$ cat config.mk
export PLATFORM = sky130hd
export DESIGN_NAME = rbsi_front
export DESIGN_NICKNAME = d
export VERILOG_FILES = /design/src/rbsi_pkg.sv /design/src/rbsi_front.sv
export SDC_FILE = /design/constraint.sdc
export NUM_CORES = 1
export LEC_CHECK = 0
export ABC_AREA = 0
export BUFFER_PORTS_ARGS = -buffer_cell sky130_fd_sc_hd__buf_2
export CELL_PAD_IN_SITES_DETAIL_PLACEMENT = 0
export CELL_PAD_IN_SITES_GLOBAL_PLACEMENT = 1
export CORE_AREA = 5 5 346 348
export DETAILED_ROUTE_END_ITERATION = 16
export DIE_AREA = 0 0 351 353
export PLACE_DENSITY_LB_ADDON = 0.1
export SYNTH_ARGS = -nofsm -noshare
export SYNTH_HDL_FRONTEND = slang
export SYNTH_SLANG_ARGS = --single-unit
$ cat constraint.sdc
create_clock -name i_clk -period 14.55 [get_ports i_clk]
set_input_delay 2.1825 -clock i_clk [delete_from_list [all_inputs] [get_ports i_clk]]
set_output_delay 2.1825 -clock i_clk [all_outputs]
set_load 0.05 [all_outputs]
$ cat src/rbsi_pkg.sv
package rbsi_pkg;

    // coordinate format
    localparam int CW    = 32;
    localparam int FB    = 16;
    localparam int THR_W = 17;
    // quotient bits of 2^(2*FB) / d, partial remainder, plane offset, product widths
    localparam int QW    = 2 * FB + 1;
    localparam int RW    = CW + 1;
    localparam int DW    = CW + 1;
    localparam int PW    = 2 * CW + 1;

    localparam logic [CW-1:0] CW_MAX_V = {1'b0, {(CW-1){1'b1}}};
    localparam logic [CW-1:0] CW_MIN_V = {1'b1, {(CW-1){1'b0}}};

    // classified ray/box job handed from front to back
    typedef struct packed {
        logic                  in_box;
        logic [2:0]            par;
        logic [2:0][CW-1:0]    dmag;
        logic [2:0][CW-1:0]    org;
        logic [2:0][CW-1:0]    dir;
        logic [2:0][DW-1:0]    dlo;
        logic [2:0][DW-1:0]    dhi;
    } t_job;

    // one result transaction
    typedef struct packed {
        logic                  hit;
        logic [CW-1:0]         distance;
        logic [2:0][CW-1:0]    pt;
        logic                  in_box;
    } t_res;

    // clamp a wide signed value to the coordinate range
    function automatic logic [CW-1:0] sat_cw(input logic signed [PW-1:0] v);
        logic signed [PW-1:0] hi_lim;
        logic signed [PW-1:0] lo_lim;
        hi_lim = {{(PW-CW){1'b0}}, CW_MAX_V};
        lo_lim = {{(PW-CW){1'b1}}, CW_MIN_V};
        if (v > hi_lim) begin
            return CW_MAX_V;
        end else if (v < lo_lim) begin
            return CW_MIN_V;
        end else begin
            return v[CW-1:0];
        end
    endfunction

endpackage

$ cat src/rbsi_front.sv
module rbsi_front
    import rbsi_pkg::*;
(
    input  logic               i_clk,
    input  logic               i_rst_n,
    input  logic [THR_W-1:0]   i_thr,
    input  logic               i_valid,
    output logic               o_ready,
    input  logic [2:0][CW-1:0] i_org,
    input  logic [2:0][CW-1:0] i_dir,
    input  logic [2:0][CW-1:0] i_lo,
    input  logic [2:0][CW-1:0] i_hi,
    output logic               o_job_valid,
    output t_job               o_job,
    input  logic               i_job_ready
);

    t_job       r_job;
    t_job       n_job;
    logic       r_v;
    logic [2:0] in_ax;
    logic       org_in;

    // inside test and slab setup per axis
    always_comb begin
        logic [CW-1:0] d;
        logic [CW-1:0] negd;
        logic [CW-1:0] tdir;
        logic [CW-1:0] mag;
        for (int a = 0; a < 3; a++) begin
            in_ax[a] = ($signed(i_org[a]) > $signed(i_lo[a])) &&
                       ($signed(i_org[a]) < $signed(i_hi[a]));
        end
        org_in = &in_ax;
        n_job  = '0;
        n_job.in_box = org_in;
        for (int a = 0; a < 3; a++) begin
            d    = i_dir[a];
            negd = (d == CW_MIN_V) ? CW_MAX_V : (~d + 1'b1);
            tdir = org_in ? negd : d;
            mag  = tdir[CW-1] ? (~tdir + 1'b1) : tdir;
            n_job.dir[a]  = tdir;
            n_job.dmag[a] = mag;
            n_job.par[a]  = (tdir == '0) || (mag < {{(CW-THR_W){1'b0}}, i_thr});
            n_job.org[a]  = i_org[a];
            n_job.dlo[a]  = {i_lo[a][CW-1], i_lo[a]} - {i_org[a][CW-1], i_org[a]};
            n_job.dhi[a]  = {i_hi[a][CW-1], i_hi[a]} - {i_org[a][CW-1], i_org[a]};
        end
    end

    assign o_ready     = !r_v || i_job_ready;
    assign o_job_valid = r_v;
    assign o_job       = r_job;

    always_ff @(posedge i_clk) begin
        if (!i_rst_n) begin
            r_v <= 1'b0;
        end else if (o_ready) begin
            r_v <= i_valid;
        end
    end

    always_ff @(posedge i_clk) begin
        if (o_ready && i_valid) begin
            r_job <= n_job;
        end
    end

endmodule

==> results_dict.tcl <==
set metrics [dict create \
    hpwl_mm 117 \
    async_reset_ff_frac 0 \
    maxSlewHeadroom 0.271 \
    hold_depth 2 \
    max_freq_ghz 0.0966 \
    numCtsBuffers 66 \
    stdcell_count 5646 \
    first_global_vias 28100 \
    synthDistinctLibCells 101 \
    post_cts_buffers 0 \
    yosysTopAreaCell "edfxtp_1" \
    final_cell_mix "buf_2, edfxtp_1, nor2_1, ha_1, nand2_1" \
    p_clk_frac 0.345 \
    final_common_cell "buf_2" \
    ctsHtreeMaxLevel 3 \
    cts_tree "built" \
    seqCellArea_um2 14600 \
    finalHoldViolCount 0 \
    portBuffers 896 \
    avgSynthCellArea_um2 10.1 \
    seqPwrFrac 0.363 \
    power_density_nw_per_um2 122 \
    intPower_mw 3.15 \
    grtUsageTotal 0.217 \
    final_util 0.347 \
    fin_worst_skew_ps 17.1 \
    slowest_stage "a221oi_1" \
    max-vdd-ir-drop_uv 73.9 \
    synth_fp_nets 3787 \
    leakage_nw 17.0 \
    synth_top_area_frac 0.462 \
    worstMarginPinSlew_ps 1080 \
    end_kind "flop" \
    via_count 27800 \
    synth-main-ff-cell "edfxtp_1" \
    arrival_ps 10840 \
    slowest_delay_ps 700 \
    remaining_drc_errors 0 \
    grt_pass1_wl_mm 198 \
    clkLatencyLatePin_ps 630 \
    drive_gt1_frac 0.264 \
    critical_path_class "input port to flop" \
    syn_area_um2 31700 \
    wire_per_inst_um 25.0 \
    dp.cells 5504 \
    yosysSeqAreaShare 0.462 \
    cp.required_ps 15040 \
    status "finished clean" \
    clkSinkCount 488 \
    drtAntennaViolNets 0 \
    synth_warnings 0 \
    dr.max_layer_used "met5" \
    drv_slew 0 \
    multi_input_area_um2 15800 \
    wl_met1_mm 55.6 \
    switchingPower_mw 1.76 \
    dr.pass1.iters 5 \
    core_um2 116000 \
    post_cts_resize_count 0 \
    gp_congestion 0.854 \
    post-route-period-util 0.711 \
    ios 897 \
    period_minus_slack_ps 10350 \
    antenna_found_initial 39 \
    nNetsFinal 4705 \
    rsz0062_at_grt "false" \
    wl_mm 141 \
    rows 125 \
    vias_per_cell 4.93 \
    ys_seq_elements 488 \
    synth_enable_flop_cells 487 \
    maxCapViolations 0 \
    grt_overflow 0 \
    dieWidth_um 351 \
    switching_share 0.359 \
    pwr-share-comb 0.292 \
    hold_class "flop to flop" \
    cts_buffer_depth 3 \
    root_buffer "clkbuf_16" \
    wl_met2_mm 71.8 \
    ff2ff_path_depth 4 \
    initial_core_util 0.273 \
    synth_area_leaders "edfxtp_1, ha_1, xnor2_1" \
    wl_met3_mm 10.1 \
    critPathMaxFanout 42 \
    grt_start_max_net_pins 139 \
    finalSetupViolCount 0 \
    hold_buffers 0 \
    drt-initial-drc-count 1706 \
    worstSetupStartpointType "input port" \
    path_clk_slew_ps 50 \
    fillerInstances 12100 \
    dieHeight_um 353 \
    fin_tns_setup_ps 0 \
    die-area_um2 124000 \
    area_delta_synth_final_pct 26.9 \
    syn_inst 3130 \
]
==> final cells by class <==
cell class	instances	share of cell area
inverters	242	0.0226
repair buffers	917	0.116
multi-input cells	2333	0.393
flip-flops and latches	488	0.364
diodes	22	0.00137
well taps	1524	0.0475
clock buffers	85	0.0439
clock inverters	35	0.0109
==> flip-flops by register name, indices dropped and copies added, names as in the netlist <==
signal and flops:
o_job 487, o_job_valid 1
==> logic make-up after synthesis <==
logic type,after synthesis,synth area share
simple gates,1056,0.168
compound gates,757,0.155
flops,488,0.462
buf+inv,309,0.0386
fa+ha+maj,253,0.101
xor+xnor,248,0.0686
mux,19,0.00648
==> synthesized netlist by cell type (22+ instances only) <==
library cell / number
a211oi_1: 22
a21boi_0: 24
a21o_1: 57
a21oi_1: 210
a31oi_1: 36
and3_1: 24
clkbuf_1: 44
edfxtp_1: 487
ha_1: 246
inv_1: 240
nand2_1: 245
nand2b_1: 37
nand3_1: 81
nand4_1: 43
nor2_1: 285
nor2b_1: 39
nor3_1: 97
nor4_1: 30
o21a_1: 36
o21ai_0: 170
o21bai_1: 24
o31ai_1: 31
or2_2: 28
or3_1: 44
xnor2_1: 171
xor2_1: 77
==> path summary, 6_finish.rpt <==
kind | start | slack (ps) | end
min reg2reg | o_job_valid | 560 | o_job_valid
max | i_org[10] | 4200 | o_job[486]
max reg2reg | o_job_valid | 11390 | o_job[340]
min | o_job_valid | 560 | o_job_valid
==> power by group through the flow <==
stage / Combinational, mW / Clock [mW] / Sequential (mW)
after global placement: 1.45 / 0 / 1.81
after global routing: 1.54 / 1.81 / 1.79
after CTS: 1.45 / 1.75 / 1.78
after floorplan: 0.537 / 0 / 2.27
final: 1.43 / 1.69 / 1.78
after detailed placement: 1.44 / 0 / 1.81
==> routing by layer <==
layer  vias up  track usage
met3       161       0.0522
met4        12       0.0529
met5         -            0
met2       885        0.400
met1     13300        0.253
li1      13500            -
==> critical path: cells and delay by family <==
family,cells,cell delay [ps]
AOI/OAI and AO/OA,12,3400
xor gates and xnor gates,1,210
adders and majority gates,4,1100
buffers and inverters,5,1290
and+or+nand+nor,9,2580
==> stage by stage <==
stage	setup slack, ps	hold slack, ps	total power, mW	area [um^2]
finish	4200	563	4.91	40200
global route	3640	602	5.14	40100
CTS	4240	576	4.99	40100
detailed placement	3560	555	3.25	37900
global placement	3580	573	3.26	37900
floorplan	5390	1150	2.80	31700
(Power assumes the default switching activity.)
