### src/rbsi_pkg.sv
package rbsi_pkg;

    // coordinate format
    localparam int CW    = 32;
    localparam int FB    = 16;
    localparam int THR_W = 17;
    // quotient bits of 2^(2*FB) / d, partial remainder, plane offset, product widths
    localparam int QW    = 2 * FB + 1;
    localparam int RW    = CW + 1;
    localparam int DW    = CW + 1;
    localparam int PW    = 2 * CW + 1;

    localparam logic [CW-1:0] CW_MAX_V = {1'b0, {(CW-1){1'b1}}};
    localparam logic [CW-1:0] CW_MIN_V = {1'b1, {(CW-1){1'b0}}};

    // classified ray/box job handed from front to back
    typedef struct packed {
        logic                  in_box;
        logic [2:0]            par;
        logic [2:0][CW-1:0]    dmag;
        logic [2:0][CW-1:0]    org;
        logic [2:0][CW-1:0]    dir;
        logic [2:0][DW-1:0]    dlo;
        logic [2:0][DW-1:0]    dhi;
    } t_job;

    // one result transaction
    typedef struct packed {
        logic                  hit;
        logic [CW-1:0]         distance;
        logic [2:0][CW-1:0]    pt;
        logic                  in_box;
    } t_res;

    // clamp a wide signed value to the coordinate range
    function automatic logic [CW-1:0] sat_cw(input logic signed [PW-1:0] v);
        logic signed [PW-1:0] hi_lim;
        logic signed [PW-1:0] lo_lim;
        hi_lim = {{(PW-CW){1'b0}}, CW_MAX_V};
        lo_lim = {{(PW-CW){1'b1}}, CW_MIN_V};
        if (v > hi_lim) begin
            return CW_MAX_V;
        end else if (v < lo_lim) begin
            return CW_MIN_V;
        end else begin
            return v[CW-1:0];
        end
    endfunction

endpackage

### src/rbsi_queue.sv
module rbsi_queue
    import rbsi_pkg::*;
(
    input  logic i_clk,
    input  logic i_rst_n,
    input  logic i_push,
    input  t_job i_data,
    output logic o_full,
    input  logic i_pop,
    output logic o_valid,
    output t_job o_data
);

    t_job       r_mem [2];
    logic [1:0] r_cnt;
    logic [1:0] n_cnt;
    logic       r_wr;
    logic       r_rd;

    assign o_full  = (r_cnt == 2'd2);
    assign o_valid = (r_cnt != 2'd0);
    assign o_data  = r_mem[r_rd];

    // occupancy
    always_comb begin
        n_cnt = r_cnt;
        if (i_push && !i_pop) begin
            n_cnt = r_cnt + 2'd1;
        end else if (!i_push && i_pop) begin
            n_cnt = r_cnt - 2'd1;
        end
    end

    always_ff @(posedge i_clk) begin
        if (!i_rst_n) begin
            r_cnt <= 2'd0;
            r_wr  <= 1'b0;
            r_rd  <= 1'b0;
        end else begin
            r_cnt <= n_cnt;
            if (i_push) begin
                r_wr <= !r_wr;
            end
            if (i_pop) begin
                r_rd <= !r_rd;
            end
        end
    end

    // storage
    always_ff @(posedge i_clk) begin
        if (i_push) begin
            r_mem[r_wr] <= i_data;
        end
    end

endmodule

### config.mk
export PLATFORM = sky130hd
export DESIGN_NAME = rbsi_queue
export DESIGN_NICKNAME = d
export VERILOG_FILES = /design/src/rbsi_pkg.sv /design/src/rbsi_queue.sv
export SDC_FILE = /design/constraint.sdc
export NUM_CORES = 1
export LEC_CHECK = 0
export BUFFER_PORTS_ARGS = -buffer_cell sky130_fd_sc_hd__buf_2
export CELL_PAD_IN_SITES_DETAIL_PLACEMENT = 1
export CELL_PAD_IN_SITES_GLOBAL_PLACEMENT = 2
export CORE_AREA = 2 2 382 384
export CTS_CLUSTER_DIAMETER = 80
export DETAILED_ROUTE_END_ITERATION = 7
export DIE_AREA = 0 0 384 386
export GPL_ROUTABILITY_DRIVEN = 0
export HOLD_SLACK_MARGIN = 0.02
export PLACE_DENSITY = 0.67
export SLEW_MARGIN = 20
export SYNTH_ARGS = -nofsm -noshare
export SYNTH_HDL_FRONTEND = slang
export SYNTH_SLANG_ARGS = --single-unit
### constraint.sdc
create_clock -name i_clk -period 37.9 [get_ports i_clk]
set_input_delay 5.685 -clock i_clk [delete_from_list [all_inputs] [get_ports i_clk]]
set_output_delay 5.685 -clock i_clk [all_outputs]
set_load 0.05 [all_outputs]
==> results of run 1 <==
==> how the worst min path moves through the flow <==
stage | start | endpoint | slack [ps] | cells past startpoint
final | r_cnt[1] | r_cnt[1] | 530 | 2
after global routing | r_cnt[1] | r_cnt[1] | 580 | 2
after CTS | r_cnt[1] | r_cnt[1] | 550 | 2
after detailed placement | r_cnt[1] | r_cnt[1] | 540 | 2
after global placement | r_cnt[1] | r_cnt[1] | 520 | 2
after floorplan | r_cnt[1] | r_cnt[1] | 470 | 2
==> kinds of logic (layout without fill, tap and decap cells) <==
group           Yosys count  after routing  share of synthesized area
flops                   985            985                     0.8210
mux                     490            490                     0.1639
buf+inv                  56           1204                    0.01193
simple gates              9              9                   0.001566
compound gates            3              3                  0.0005566
xor+xnor                  3              3                  0.0007307
fa+ha+maj                 1              1                  0.0003478
other cells               0             25                          0
==> worst min-delay path, stage by stage, from the launching register on <==
cell and delay (ps):
dfxtp_1 340, o21ai_0 80, a21boi_0 70
==> power by group <==
group / switching, mW / internal [mW] / total, mW
clock: 0.431 / 0.587 / 1.02
sequential: 0.0159 / 1.26 / 1.28
combinational: 0.311 / 0.118 / 0.429
total: 0.758 / 1.97 / 2.72
==> cell type report <==
cell class / count / area share
sequential: 985 / 0.6340
multi-input combinational: 506 / 0.1292
timing repair buffer: 1007 / 0.1096
clock buffer: 133 / 0.05912
tap: 1917 / 0.05149
clock inverter: 63 / 0.01518
antenna: 25 / 0.001343
inverter: 1 / 0.00008058
==> cells in the final DEF, fill, tap and decap left out <==
| master | synthesis | routed |
|---|---|---|
| xnor2_1 | 1 | 1 |
| and2_1 | 4 | 3 |
| a21boi_0 | 1 | 1 |
| diode_2 | 0 | 25 |
| and2_4 | 0 | 1 |
| clkinvlp_4 | 0 | 3 |
| or2_2 | 1 | 1 |
| buf_2 | 13 | 985 |
| clkinv_1 | 0 | 23 |
| clkinv_16 | 0 | 4 |
| mux2_2 | 390 | 390 |
| clkinv_2 | 0 | 16 |
| edfxtp_1 | 980 | 980 |
| nor2b_1 | 3 | 2 |
| bufinv_16 | 0 | 10 |
| or3_1 | 1 | 1 |
| ha_1 | 1 | 1 |
| clkinv_4 | 0 | 1 |
| inv_8 | 0 | 1 |
| inv_16 | 0 | 1 |
| dfxtp_4 | 0 | 1 |
| clkinv_8 | 0 | 3 |
| o21ai_0 | 1 | 1 |
| nor2b_4 | 0 | 1 |
| buf_4 | 30 | 21 |
| o21a_1 | 1 | 1 |
| mux2_4 | 100 | 100 |
| dfxtp_1 | 5 | 4 |
| clkbuf_16 | 0 | 106 |
| buf_12 | 0 | 1 |
| clkbuf_1 | 0 | 27 |
| xor2_1 | 2 | 2 |
| inv_1 | 1 | 1 |
| inv_6 | 0 | 1 |
==> metal layers <==
| metal | vias up | GRT usage | routed length (µm) |
|---|---|---|---|
| met2 | 777 | 0.2197 | 50970 |
| met1 | 9372 | 0.1427 | 37670 |
| li1 | 8384 | - | - |
| met3 | 278 | 0.06397 | 11210 |
| met4 | 98 | 0.05723 | 3522 |
| met5 | - | 0 | 627 |
==> state kept, by name, summed over array words and instances (netlist names), named ones only <==
signal,flops
r_rd,1
r_mem,980
r_cnt,2
r_wr,1
==> flow_metrics.py, run 1 <==
metrics = {
    "yosys": {
        "synth.avg_cell_area_um2": 23.25,
        "ys_warn_count": 0,
        "synth_top_cell_area_share": 0.8182,
        "yosys.area.top_type": "edfxtp_1",
        "syn-cell-area_mm2": 0.03597,
        "synthFlopType": "edfxtp_1",
        "ys_seq_elements": 985,
        "syn_inst": 1547,
        "synth_fp_nets": 2042,
        "synth_edf_count": 980,
        "synth.most_common_cell": "edfxtp_1",
        "synth_commonest_cells": "980 x edfxtp_1, 390 x mux2_2, 100 x mux2_4, 30 x buf_4, 13 x buf_2",
        "ys_async_sr_fraction": 0,
        "synth-seq-area-share": 0.8210,
        "synth.area.top_cells": "edfxtp_1 82%, mux2_2 12%, mux2_4 4.2%",
        "synth_cell_type_count": 18,
    },
    "final_layout": {
        "final_util": 0.3223,
        "nets": 3102,
        "drive_gt1_frac": 0.6111,
        "multi_input_area_mm2": 0.006018,
        "final_cells": 4637,
        "area_growth_pct": 29.52,
        "design_area_mm2": 0.04658,
        "num-fill-cells": 15010,
        "layout.area.seq_mm2": 0.02953,
    },
    "floorplan": {
        "pin_count": 986,
        "row_count": 140,
        "fp.dieH_um": 386,
        "coreArea_mm2": 0.1445,
        "start_util": 0.2489,
        "fp.dieW_um": 384,
        "dieArea_mm2": 0.1482,
    },
    "sta": {
        "slew_viol_final": 0,
        "rsz0062_at_grt": "false",
        "fin_crit_ps": 11320,
        "worst_pin_slew_ps": 1175,
        "max_freq_mhz": 88.35,
        "fin_worst_skew_ps": 38.24,
        "finalSetupViolations": 0,
        "period_share": 0.2987,
        "setup_tns_ps": 0,
        "max_slew_margin": 0.2168,
        "hold_viol": 0,
        "setup_ws_ps": 26580,
        "hold-worst-slack_ps": 533.3,
    },
    "cts": {
        "cts_hold_buf": 0,
        "clockBufferDepth": 3,
        "clk_pin_slew_ps": 60,
        "htreeDepth": 3,
        "post_cts_resize_count": 0,
        "post-cts-setup-buffers": 0,
        "cts_root_buf": "clkbuf_16",
        "clkLatencyLatePin_ps": 740,
        "cts_inserted_buffers": 106,
        "cts.sinks": 985,
        "tritoncts": "built",
    },
    "power": {
        "p_leak_nw": 17.17,
        "power_mw": 2.725,
        "max-vdd-ir-drop_mv": 0.04033,
        "p_per_area_mw_per_mm2": 58.49,
    },
    "drt": {
        "vias": 18910,
        "first_pass_iters": 4,
        "vias_per_cell": 4.078,
        "ant_nets": 0,
        "wl_um": 104000,
        "wl_per_cell_um": 22.43,
        "drtIter0Drc": 1008,
        "drc": 0,
    },
    "worst_setup_path": {
        "crit_arrival_ps": 5630,
        "reg2reg_slack_ps": 32700,
        "start_kind": "register",
        "path_common_cell": "buf_4",
        "crit_family": "buffers and inverters",
        "max_stage_delay_ps": 880,
        "endpoint_kind": "output pin",
        "worstPathRequired_ps": 32220,
        "cp_max_fo": 60,
        "crit_cells": 6,
        "slowest_stage": "dfxtp_4",
        "path_class": "reg -> out",
        "r2r_end": "r_mem[0][121]",
        "reg2reg_from": "r_wr",
        "ff2ff_path_depth": 6,
        "crit_chain": "buf_4, buf_4, buf_4, buf_4, mux2_2, buf_2",
        "crit_end": "o_data[146]",
        "path_buf_inv": 5,
    },
    "min_path": {
        "hp-class": "reg -> reg",
    },
    "global_route": {
        "grt_max_degree": 145,
        "grt_pass1_wl_um": 140500,
        "antenna_found_initial": 86,
        "grt_overflow": 0,
        "grt_usage": 0.1322,
        "grt_pass1_vias": 19580,
    },
    "flow_run": {
        "drv_cap": 0,
    },
    "place": {
        "hpwl_um": 76410,
        "dp.cells": 4416,
        "dp_slack_ps": 27030,
        "placedInstanceArea_mm2": 0.04306,
        "io_buffers": 985,
    },
    "run_status": {
        "status": "finished clean",
    },
}
Note: power is estimated with default switching activity, not from simulation.
==> run 2, diff against run 1 <==
Settings changed: ABC_AREA set to 1, PLACE_DENSITY 0.67 to 0.69.
Clock period 37.9 ns to 9.4 ns, I/O delays scaled along.
==> flow_metrics.py, run 2 <==
metrics = {
    "sta": {
        "max_freq_mhz": 199.4,
        "fin_crit_ps": 5015,
        "fin_worst_skew_ps": 52.17,
        "hold_viol": 0,
        "period_share": 0.5336,
        "setup_ws_ps": 4385,
        "setup_tns_ps": 0,
        "rsz0062_at_grt": "false",
        "finalSetupViolations": 0,
        "worst_pin_slew_ps": 1169,
        "max_slew_margin": 0.2209,
        "slew_viol_final": 0,
    },
    "yosys": {
        "yosys.area.top_type": "edfxtp_1",
        "ys_async_sr_fraction": 0,
        "synth_cell_type_count": 15,
        "synth_commonest_cells": "980 x edfxtp_1, 390 x mux2_2, 100 x mux2_4, 30 x buf_4, 13 x buf_2",
        "synth.avg_cell_area_um2": 23.06,
        "synth.area.top_cells": "edfxtp_1 82%, mux2_2 12%, mux2_4 4.2%",
        "ys_warn_count": 0,
        "synth_top_family_by_area": "multiplexers",
        "ys_seq_elements": 985,
        "synth.most_common_cell": "edfxtp_1",
        "synth_xor_area_frac": 0,
        "synth_fa_ha_area_frac": 0.0003478,
        "synth_edf_count": 980,
        "synthMuxAreaShare": 0.1638,
        "synth-simple-area-share": 0.002087,
        "synth_fp_nets": 2055,
        "synth-seq-area-share": 0.8208,
        "synth_compound_area_frac": 0.0002782,
        "synthFlopType": "edfxtp_1",
        "syn-cell-area_mm2": 0.03597,
        "syn_inst": 1560,
        "synth_top_cell_area_share": 0.8180,
    },
    "floorplan": {
        "start_util": 0.2489,
        "fp.dieH_um": 386,
        "dieArea_mm2": 0.1482,
        "row_count": 140,
        "pin_count": 986,
        "coreArea_mm2": 0.1445,
        "fp.dieW_um": 384,
    },
    "worst_setup_path": {
        "worstPathRequired_ps": 7990,
        "crit_arrival_ps": 3610,
        "endpoint_kind": "output pin",
        "max_stage_delay_ps": 820,
        "slowest_stage": "dfxtp_4",
        "path_class": "reg -> out",
        "cp_max_fo": 92,
        "start_kind": "register",
        "ff2ff_path_depth": 4,
        "crit_chain": "buf_12, buf_4, mux2_2, buf_2",
    },
    "global_route": {
        "grt_overflow": 0,
        "grt_usage": 0.1298,
        "grt_pass1_wl_um": 138700,
        "grt_pass1_vias": 19710,
        "grt_max_degree": 155,
        "antenna_found_initial": 48,
    },
    "drt": {
        "ant_nets": 0,
        "wl_per_cell_um": 21.97,
        "vias": 18770,
        "wl_um": 101700,
        "drtIter0Drc": 934,
        "vias_per_cell": 4.058,
        "first_pass_iters": 5,
        "drc": 0,
    },
    "cts": {
        "cts_hold_buf": 0,
        "clkLatencyLatePin_ps": 720,
        "post-cts-setup-buffers": 0,
        "clockBufferDepth": 3,
        "cts_inserted_buffers": 105,
        "clk_pin_slew_ps": 60,
        "cts.sinks": 985,
        "htreeDepth": 3,
        "cts_root_buf": "clkbuf_16",
        "tritoncts": "built",
        "post_cts_resize_count": 0,
    },
    "final_layout": {
        "area_growth_pct": 29.47,
        "drive_gt1_frac": 0.6064,
        "mostFrequentLayoutCells": "985 x buf_2, 980 x edfxtp_1, 390 x mux2_2",
        "top_register": "r_mem",
        "largestRegisters": "r_mem: 980 flops, r_cnt: 2 flops",
        "largest_reg_flops": 980,
        "mostFrequentLayoutCell": "buf_2",
        "nets": 3110,
    },
    "min_path": {
        "holdPathStages": 2,
        "hp-class": "reg -> reg",
    },
    "place": {
        "dp_slack_ps": 5144,
        "hpwl_um": 73190,
        "io_buffers": 985,
    },
    "power": {
        "max-vdd-ir-drop_mv": 0.1602,
        "p_per_area_mw_per_mm2": 231.2,
        "p_leak_nw": 17.20,
        "power_mw": 10.77,
    },
    "flow_run": {
        "drv_cap": 0,
    },
    "run_status": {
        "status": "finished clean",
    },
}
run 2: metal layers:
| layer | vias to the layer above | GRT usage | share of wire |
|---|---|---|---|
| met5 | - | 0 | 0.0034 |
| met4 | 56 | 0.04800 | 0.030 |
| met3 | 223 | 0.06113 | 0.11 |
| met2 | 748 | 0.2241 | 0.51 |
| met1 | 9367 | 0.1374 | 0.35 |
| li1 | 8380 | - | - |
run 2: worst paths after layout:
kind            start       endpoint  slack [ps]
min              r_rd           r_rd         500
min reg2reg      r_rd           r_rd         500
max          register    o_data[374]        4380
max reg2reg      r_wr  r_mem[1][230]        6350
run 2: area by class of cell:
| cell class | count | area, µm² |
|---|---|---|
| flip-flops and latches | 985 | 29530 |
| clock inverters | 59 | 646.9 |
| diodes | 8 | 20.02 |
| well taps | 1917 | 2399 |
| multi-input cells | 512 | 5998 |
| clock buffers | 134 | 2758 |
| repair buffers | 1003 | 5190 |
| inverters | 8 | 33.78 |
| fillers | 15000 | 97940 |
run 2: worst max-delay path: cells and delay by family (launching register included):
family                 cells  cell delay [ps]
flip-flops                 1              820
buffers and inverters      3             1250
multiplexers               1              420
run 2: cell families after synthesis:
logic type / after synthesis
flip-flops: 985
multiplexers: 490
buffers and inverters: 63
AND/OR/NAND/NOR: 19
AO/OA/AOI/OAI: 2
adder cells (fa/ha/maj): 1
run 2: through the flow:
| stage | instance area [µm²] | hold WS (ps) | cells | utilization |
|---|---|---|---|---|
| 2_1_floorplan | 35990 | 463.5 | 1560 | - |
| 3_3_place_gp | 43150 | 477.6 | 4425 | 0.2986 |
| 3_5_place_dp | 43150 | 491.8 | 4425 | 0.2986 |
| 4_1_cts | 46560 | 506.0 | 4618 | 0.3222 |
| 5_1_grt | 46560 | 564.7 | 4619 | 0.3222 |
| 6_report | 46580 | 503.6 | 4626 | 0.3223 |
run 2: where the power goes:
part           internal [mW]  switching [mW]
logic                  0.422            1.12
registers               5.10          0.0559
clock network           2.34            1.73
